[src/hdl/spa_pkg.sv]
// Shared types and constants for the sparse polynomial adder.
// No dependencies; imported by every module of the block.
package spa_pkg;

  localparam int unsigned TERMS_PER_POLY_DEF = 32;
  localparam int unsigned COEF_W = 16;
  localparam int unsigned EXPON_W = 16;
  localparam int unsigned SUM_W = COEF_W + 1;

  typedef enum logic [1:0] {
    REQ_LOAD_A = 2'd0,
    REQ_LOAD_B = 2'd1,
    REQ_RUN    = 2'd2
  } req_e;

  typedef enum logic [1:0] {
    ST_IDLE,
    ST_FETCH,
    ST_MERGE,
    ST_FINISH
  } state_e;

  // One stored term: coefficient in the low half, exponent in the high half.
  typedef struct packed {
    logic [EXPON_W-1:0]       expon;
    logic signed [COEF_W-1:0] coef;
  } term_t;

  // One merged term waiting to go out.
  typedef struct packed {
    logic                     term_valid;
    logic signed [SUM_W-1:0]  coef;
    logic [EXPON_W-1:0]       expon;
  } res_t;

endpackage

[src/hdl/spa_store.sv]
// Term store: single-port write, single-port registered read memory.
// Depends on spa_pkg for the term type.
module spa_store #(
  parameter int unsigned DEPTH = spa_pkg::TERMS_PER_POLY_DEF,
  parameter int unsigned AW    = (DEPTH > 1) ? $clog2(DEPTH) : 1
) (
  input  logic           clk_i,
  input  logic           we_i,
  input  logic [AW-1:0]  waddr_i,
  input  spa_pkg::term_t wdata_i,
  input  logic [AW-1:0]  raddr_i,
  output spa_pkg::term_t rdata_o
);
  import spa_pkg::*;

  term_t mem_q [DEPTH];
  term_t rdata_q;

  always_ff @(posedge clk_i) begin
    if (we_i) begin
      mem_q[waddr_i] <= wdata_i;
    end
  end

  always_ff @(posedge clk_i) begin
    rdata_q <= mem_q[raddr_i];
  end

  assign rdata_o = rdata_q;

endmodule

[src/hdl/sparse_polynomial_adder_unit.sv]
// Sparse polynomial adder: sorted merge of two term stores by exponent.
// Loads: one word per cycle, back to back; ready stays high while idle.
// A run alternates a fetch state (one store read) and a merge state (one
// compare/add) per merge step, then finishes; matching exponents take a term
// from each store in one step. Each store's single read port and the one shared
// compare/add unit pace a run; output stalls hold a step; at most one term a step.
// Reset (rst_ni low, asynchronous): stores empty, overflow flag clear, idle.
module sparse_polynomial_adder_unit #(
  parameter int unsigned TERMS_PER_POLY = spa_pkg::TERMS_PER_POLY_DEF
) (
  input  logic        clk_i,
  input  logic        rst_ni,
  // Slave side
  input  logic        s_axis_tvalid,
  output logic        s_axis_tready,
  input  logic [31:0] s_axis_tdata,   // [15:0] term_coef, [31:16] term_expon
  input  logic [1:0]  s_axis_tuser,   // [1:0] req_type
  // Master side
  output logic        m_axis_tvalid,
  input  logic        m_axis_tready,
  output logic [39:0] m_axis_tdata,   // [16:0] out_coef, [32:17] out_expon, rest zero
  output logic [1:0]  m_axis_tuser,   // [0] term_valid, [1] load_overflow
  output logic        m_axis_tlast    // last_term
);
  import spa_pkg::*;

  localparam int unsigned AW = (TERMS_PER_POLY > 1) ? $clog2(TERMS_PER_POLY) : 1;
  localparam int unsigned CW = $clog2(TERMS_PER_POLY + 1);
  localparam logic [CW-1:0] FULL = CW'(TERMS_PER_POLY);

  // Sequencer and control state
  state_e         state_q, state_d;
  logic [CW-1:0]  cnt_a_q, cnt_a_d, cnt_b_q, cnt_b_d;
  logic [CW-1:0]  idx_a_q, idx_a_d, idx_b_q, idx_b_d;
  logic           ovf_q, ovf_d;
  logic           pend_vld_q, pend_vld_d;
  logic           out_vld_q, out_vld_d;

  // Payload registers
  res_t           pend_q, pend_d;
  res_t           out_res_q, out_res_d;
  logic           out_last_q, out_last_d;
  logic           out_ovf_q, out_ovf_d;

  // Input decode
  logic           s_acc;
  req_e           req;
  term_t          in_term;
  logic           we_a, we_b;

  // Store read side
  term_t          rd_a, rd_b;

  // Shared compare/add unit
  logic                    a_has, b_has;
  logic signed [SUM_W-1:0] coef_a_x, coef_b_x, sum;
  logic                    a_gt, a_lt;

  // Merge step outcome
  logic           emit, adv_a, adv_b, done;
  res_t           new_res;
  logic           slot_free;

  assign s_axis_tready = (state_q == ST_IDLE);
  assign s_acc         = s_axis_tvalid && s_axis_tready;
  assign req           = req_e'(s_axis_tuser);
  assign in_term.coef  = s_axis_tdata[15:0];
  assign in_term.expon = s_axis_tdata[31:16];

  // Drop a load into a full store; the run flags it.
  always_comb begin
    we_a = 1'b0;
    we_b = 1'b0;
    unique case (req)
      REQ_LOAD_A: we_a = s_acc && (cnt_a_q < FULL);
      REQ_LOAD_B: we_b = s_acc && (cnt_b_q < FULL);
      default: ;
    endcase
  end

  spa_store #(.DEPTH(TERMS_PER_POLY), .AW(AW)) u_store_a (
    .clk_i   (clk_i),
    .we_i    (we_a),
    .waddr_i (cnt_a_q[AW-1:0]),
    .wdata_i (in_term),
    .raddr_i (idx_a_q[AW-1:0]),
    .rdata_o (rd_a)
  );

  spa_store #(.DEPTH(TERMS_PER_POLY), .AW(AW)) u_store_b (
    .clk_i   (clk_i),
    .we_i    (we_b),
    .waddr_i (cnt_b_q[AW-1:0]),
    .wdata_i (in_term),
    .raddr_i (idx_b_q[AW-1:0]),
    .rdata_o (rd_b)
  );

  // One exponent compare and one 17-bit add per merge step.
  assign a_has    = idx_a_q < cnt_a_q;
  assign b_has    = idx_b_q < cnt_b_q;
  assign coef_a_x = {rd_a.coef[COEF_W-1], rd_a.coef};
  assign coef_b_x = {rd_b.coef[COEF_W-1], rd_b.coef};
  assign sum      = coef_a_x + coef_b_x;
  assign a_gt     = rd_a.expon > rd_b.expon;
  assign a_lt     = rd_a.expon < rd_b.expon;

  always_comb begin
    emit    = 1'b0;
    adv_a   = 1'b0;
    adv_b   = 1'b0;
    done    = 1'b0;
    new_res = '{term_valid: 1'b1, coef: coef_a_x, expon: rd_a.expon};
    if (a_has && b_has) begin
      if (a_gt) begin
        emit  = 1'b1;
        adv_a = 1'b1;
      end else if (a_lt) begin
        emit    = 1'b1;
        adv_b   = 1'b1;
        new_res = '{term_valid: 1'b1, coef: coef_b_x, expon: rd_b.expon};
      end else begin
        // Equal exponents: sum, and drop the term if it cancels.
        emit    = (sum != '0);
        adv_a   = 1'b1;
        adv_b   = 1'b1;
        new_res = '{term_valid: 1'b1, coef: sum, expon: rd_a.expon};
      end
    end else if (a_has) begin
      emit  = 1'b1;
      adv_a = 1'b1;
    end else if (b_has) begin
      emit    = 1'b1;
      adv_b   = 1'b1;
      new_res = '{term_valid: 1'b1, coef: coef_b_x, expon: rd_b.expon};
    end else begin
      done = 1'b1;
    end
  end

  // Output register can take a word when empty or being drained this cycle.
  assign slot_free = !out_vld_q || m_axis_tready;

  always_comb begin
    state_d    = state_q;
    cnt_a_d    = cnt_a_q;
    cnt_b_d    = cnt_b_q;
    idx_a_d    = idx_a_q;
    idx_b_d    = idx_b_q;
    ovf_d      = ovf_q;
    pend_vld_d = pend_vld_q;
    pend_d     = pend_q;
    out_vld_d  = out_vld_q && !m_axis_tready;
    out_res_d  = out_res_q;
    out_last_d = out_last_q;
    out_ovf_d  = out_ovf_q;

    unique case (state_q)
      ST_IDLE: begin
        if (s_acc) begin
          unique case (req)
            REQ_LOAD_A: begin
              if (we_a) cnt_a_d = cnt_a_q + 1'b1;
              else      ovf_d   = 1'b1;
            end
            REQ_LOAD_B: begin
              if (we_b) cnt_b_d = cnt_b_q + 1'b1;
              else      ovf_d   = 1'b1;
            end
            REQ_RUN: begin
              idx_a_d = '0;
              idx_b_d = '0;
              state_d = ST_FETCH;
            end
            default: ;
          endcase
        end
      end
      ST_FETCH: begin
        // Store reads issue at this edge; data is valid in ST_MERGE.
        state_d = ST_MERGE;
      end
      ST_MERGE: begin
        if (done) begin
          state_d = ST_FINISH;
        end else if (!emit) begin
          idx_a_d = idx_a_q + CW'(adv_a);
          idx_b_d = idx_b_q + CW'(adv_b);
          state_d = ST_FETCH;
        end else if (!pend_vld_q || slot_free) begin
          // Hold the newest term back so the final one can be marked last.
          if (pend_vld_q) begin
            out_vld_d  = 1'b1;
            out_res_d  = pend_q;
            out_last_d = 1'b0;
            out_ovf_d  = ovf_q;
          end
          pend_vld_d = 1'b1;
          pend_d     = new_res;
          idx_a_d    = idx_a_q + CW'(adv_a);
          idx_b_d    = idx_b_q + CW'(adv_b);
          state_d    = ST_FETCH;
        end
      end
      ST_FINISH: begin
        if (slot_free) begin
          out_vld_d  = 1'b1;
          out_res_d  = pend_vld_q ? pend_q : '0;
          out_last_d = 1'b1;
          out_ovf_d  = ovf_q;
          pend_vld_d = 1'b0;
          cnt_a_d    = '0;
          cnt_b_d    = '0;
          ovf_d      = 1'b0;
          state_d    = ST_IDLE;
        end
      end
      default: state_d = ST_IDLE;
    endcase
  end

  always_ff @(posedge clk_i or negedge rst_ni) begin
    if (!rst_ni) begin
      state_q    <= ST_IDLE;
      cnt_a_q    <= '0;
      cnt_b_q    <= '0;
      idx_a_q    <= '0;
      idx_b_q    <= '0;
      ovf_q      <= 1'b0;
      pend_vld_q <= 1'b0;
      out_vld_q  <= 1'b0;
    end else begin
      state_q    <= state_d;
      cnt_a_q    <= cnt_a_d;
      cnt_b_q    <= cnt_b_d;
      idx_a_q    <= idx_a_d;
      idx_b_q    <= idx_b_d;
      ovf_q      <= ovf_d;
      pend_vld_q <= pend_vld_d;
      out_vld_q  <= out_vld_d;
    end
  end

  always_ff @(posedge clk_i) begin
    pend_q     <= pend_d;
    out_res_q  <= out_res_d;
    out_last_q <= out_last_d;
    out_ovf_q  <= out_ovf_d;
  end

  assign m_axis_tvalid = out_vld_q;
  assign m_axis_tdata  = {7'b0, out_res_q.expon, out_res_q.coef};
  assign m_axis_tuser  = {out_ovf_q, out_res_q.term_valid};
  assign m_axis_tlast  = out_last_q;

endmodule
[config.mk]
export PLATFORM = sky130hd
export DESIGN_NAME = sparse_polynomial_adder_unit
export DESIGN_NICKNAME = d
export VERILOG_FILES = /design/src/hdl/spa_pkg.sv /design/src/hdl/spa_store.sv /design/src/hdl/sparse_polynomial_adder_unit.sv
export SDC_FILE = /design/constraint.sdc
export NUM_CORES = 2
export LEC_CHECK = 0
export ABC_AREA = 1
export BUFFER_PORTS_ARGS = -buffer_cell sky130_fd_sc_hd__clkbuf_2
export CAP_MARGIN = 20
export CELL_PAD_IN_SITES_DETAIL_PLACEMENT = 1
export CELL_PAD_IN_SITES_GLOBAL_PLACEMENT = 2
export CORE_ASPECT_RATIO = 1.4
export CORE_UTILIZATION = 41
export CTS_CLUSTER_DIAMETER = 30
export CTS_CLUSTER_SIZE = 10
export DETAILED_ROUTE_END_ITERATION = 6
export PLACE_DENSITY_LB_ADDON = 0.2
export SKIP_LAST_GASP = 1
export SLEW_MARGIN = 0
export SYNTH_ARGS = -nofsm -noshare
export SYNTH_HDL_FRONTEND = slang
export SYNTH_SLANG_ARGS = --single-unit
[constraint.sdc]
create_clock -name clk_i -period 4 [get_ports clk_i]
set_input_delay 0.8 -clock clk_i [delete_from_list [all_inputs] [get_ports clk_i]]
set_output_delay 0.8 -clock clk_i [all_outputs]
set_load 0.1 [all_outputs]
==> impl_metrics.ini <==
[detailed_routing]
detail-route-antenna-nets = 0
avgRoutedWirePerCell_um = 29.4
drt_first_pass_iters = 5
drt-initial-drc-count = 4538
drc = 0
drt-total-wl_um = 301000
via_count = 59300
avgViaCountPerCell = 5.80

[synthesis]
synth_area_leaders = edfxtp_1 73%, o21ai_0 6.3%, nor2_1 5.1%, o22ai_1 2.4%, nand2_1 2.0%
ys_warn_count = 0
syn_inst = 6747
yosysSeqAreaShare_pct = 74.8
ys.flop_type = edfxtp_1
ys_ff_latch = 2210
synth_area_per_cell_sq_um = 13.0
netlist_area_sq_um = 87600
yosysTopAreaCell = edfxtp_1
synth_edf_count = 2117
synth_top_area_share_pct = 72.5
synth_cell_types = 50
synthArstFlopShare_pct = 1.31

[global_routing]
overflow = 0
grt_start_max_net_pins = 151
grt_use_total_pct = 27.6
grt_pass1_vias = 62300
grt_pass1_wl_um = 431000
antenna_found_initial = 25

[job]
maxCapViolCount = 0

[die]
die_w_um = 393
start_util_pct = 41.3
io_pins = 83
core_sq_um = 212000
die_h_um = 549
die_area_sq_um = 216000
rows = 200

[pwr]
p_int_uw = 53100
p_seq_share_pct = 35.6
combPwrFrac_pct = 17.5
power_density_nw_per_um2 = 705
swShare_pct = 29.8
pwr-share-clk_pct = 46.9
vdd_drop_max_v = 0.000370
p_sw_uw = 22600
leakage_uw = 0.0364

[clock_tree]
cts-root-buf = clkbuf_16
clk_latency_ns = 0.90
cts.sinks = 2210
cts_resized = 0
cts_setup_buffers = 0
clk_pin_slew_ns = 0.05
cts_tree = done
h-tree-depth = 5
cts_buffer_depth = 4
ctsHoldBuffers = 0
numCtsBuffers = 414

[sta]
setup_viol = 0
fmax_mhz = 291
fin_setup_tns_ns = 0
timing.final.crit_share_pct = 85.9
finalHoldViolCount = 0
slew_violations = 0
clock_skew_ns = 0.0723
rsz0062_at_grt = false
worst_pin_slew_ns = 1.09
fin_crit_ns = 3.44
setup_slack_ns = 0.565
maxSlewHeadroom_pct = 27.4

[critical_path]
cp_max_fo = 127
endpoint_kind = flip-flop
path_cells = inv_8 -> o21ai_0 -> o221ai_1 -> nand3_1 -> nand4_1 -> o21ai_1 -> inv_1
worstSetupPathType = reg2reg
arrival_ns = 4.12
start_kind = flip-flop
required_ns = 4.68
cp_slowest_cell = dfrtp_4
critPathBufInv = 2
cp_top_family = compound AO/OA/AOI/OAI gates
crit_path_max_incr_delay_ns = 0.80

[final_layout]
nNetsFinal = 7132
layout_commonest_cell = edfxtp_1
fin_area_sq_um = 107000
layout_common_cells = 2117 x edfxtp_1, 1118 x nor2_1, 1109 x o21ai_0
multi_input_area_sq_um = 19900
final-seq-area_sq_um = 65600
drive_above_1_share_pct = 15.4
finalNonFillerCells = 10200
areaGrowthSynthToFinish_pct = 22.5
fill_cells = 21100

[worst_hold_path]
min_path_type = in2reg

[placed_design]
dp.cells = 9440
dpl_cell_area_sq_um = 92900
pre_cts_ws_ns = 0.206
post-dp-hpwl_um = 168000
port_buffers = 75
globalplace.congestion = 0.835

[outcome]
status = finished clean
cell usage after synthesis, types with 2 or more instances:
cell,instances
a21oi_1,45
a21oi_2,3
a221oi_1,2
a22oi_1,25
buf_1,33
buf_2,40
buf_4,10
buf_6,2
clkbuf_1,372
clkinv_1,2
dfrtp_1,29
dfxtp_1,64
edfxtp_1,2117
ha_1,57
inv_1,211
inv_2,11
nand2_1,469
nand2_2,15
nand2_4,2
nand3_1,176
nand3_2,3
nand3b_1,2
nand4_1,75
nor2_1,1187
nor2_2,3
nor3_1,8
nor3_2,3
nor4_4,2
o211ai_1,67
o21a_1,2
o21ai_0,1109
o21ai_1,41
o21ai_2,8
o21bai_1,3
o221ai_1,192
o22ai_1,335
xor2_1,9
per-layer routing:
| layer | routed length (um) | track usage [%] | vias up | part of all wire, % |
|---|---|---|---|---|
| met2 | 155000 | 48.5 | 1894 | 51 |
| met1 | 118000 | 33.8 | 31000 | 39 |
| li1 | - | - | 25800 | - |
| met5 | 89 | 0 | - | 0.030 |
| met4 | 12600 | 11.7 | 14 | 4.2 |
| met3 | 15500 | 3.77 | 607 | 5.1 |
stage by stage:
step | utilization, % | hold WS (ns) | total power, uW
final | 50.6 | 0.144 | 75700
after global routing | 50.6 | 0.119 | 78200
after CTS | 50.5 | 0.0879 | 76100
after detailed placement | 43.8 | 0.450 | 40600
after global placement | 43.8 | 0.436 | 40300
after floorplan | - | 0.425 | 35600
power by group through the flow:
stage / Clock, uW / Combinational, uW / Sequential, uW
after floorplan: 0 / 7470 / 28100
after global placement: 0 / 13000 / 27400
after detailed placement: 0 / 13200 / 27400
after CTS: 35900 / 13300 / 27000
after global routing: 36800 / 14400 / 27000
final: 35500 / 13200 / 27000
final timing paths:
path / from / end / slack, ns / cells past startpoint
worst max-delay path: idx_a_q[0]$_DFFE_PN0P_ / u_store_a.rdata_o[1]$_DFF_P_ / 0.56 / 7
worst min-delay path: s_axis_tdata[24] / u_store_b.mem_q[5][24]$_DFFE_PP_ / 0.14 / 1
worst max register to register: idx_a_q[0]$_DFFE_PN0P_ / u_store_a.rdata_o[1]$_DFF_P_ / 0.56 / 7
worst min register to register: ovf_q$_DFFE_PN0P_ / out_ovf_q$_DFFE_PP_ / 0.46 / 0
max in group asynchronous: rst_ni / idx_a_q[1]$_DFFE_PN0P_ / 3.23 / 3
min in group asynchronous: rst_ni / cnt_a_q[1]$_DFFE_PN0P_ / 0.53 / 3
layout make-up:
type	count	area share (%)
clock buffers	483	10.2
multi-input cells	3862	18.6
inverters	224	0.811
clock inverters	282	3.06
flip-flops and latches	2210	61.1
repair buffers	324	2.87
well taps	2828	3.30
diodes	8	0.0187
sequential cells by signal (all words and copies together), names as in the netlist, 2 cells and up:
signal	count
u_store_b.mem_q	1024
state_q	2
u_store_a.rdata_o	32
u_store_b.rdata_o	32
cnt_b_q	6
idx_a_q	6
u_store_a.mem_q	1024
m_axis_tdata	33
pend_q	33
cnt_a_q	6
idx_b_q	6
cell families (layout without fill, tap and decap cells):
kind of cell | Yosys count | after routing | synth area share, %
xor+xnor | 9 | 9 | 0.0900
fa+ha+maj | 58 | 58 | 0.837
flops | 2210 | 2210 | 74.8
compound gates | 1838 | 1838 | 12.2
other cells | 1 | 15 | 0.00428
simple gates | 1950 | 1950 | 9.02
buf+inv | 681 | 1313 | 3.03
worst reg2reg max path, stage by stage (launching register included):
cell and delay [ns]:
dfrtp_4 0.80, inv_8 0.38, o21ai_0 0.52, o221ai_1 0.18, nand3_1 0.24, nand4_1 0.36, o21ai_1 0.59, inv_1 0.21
(Power assumes the default switching activity.)
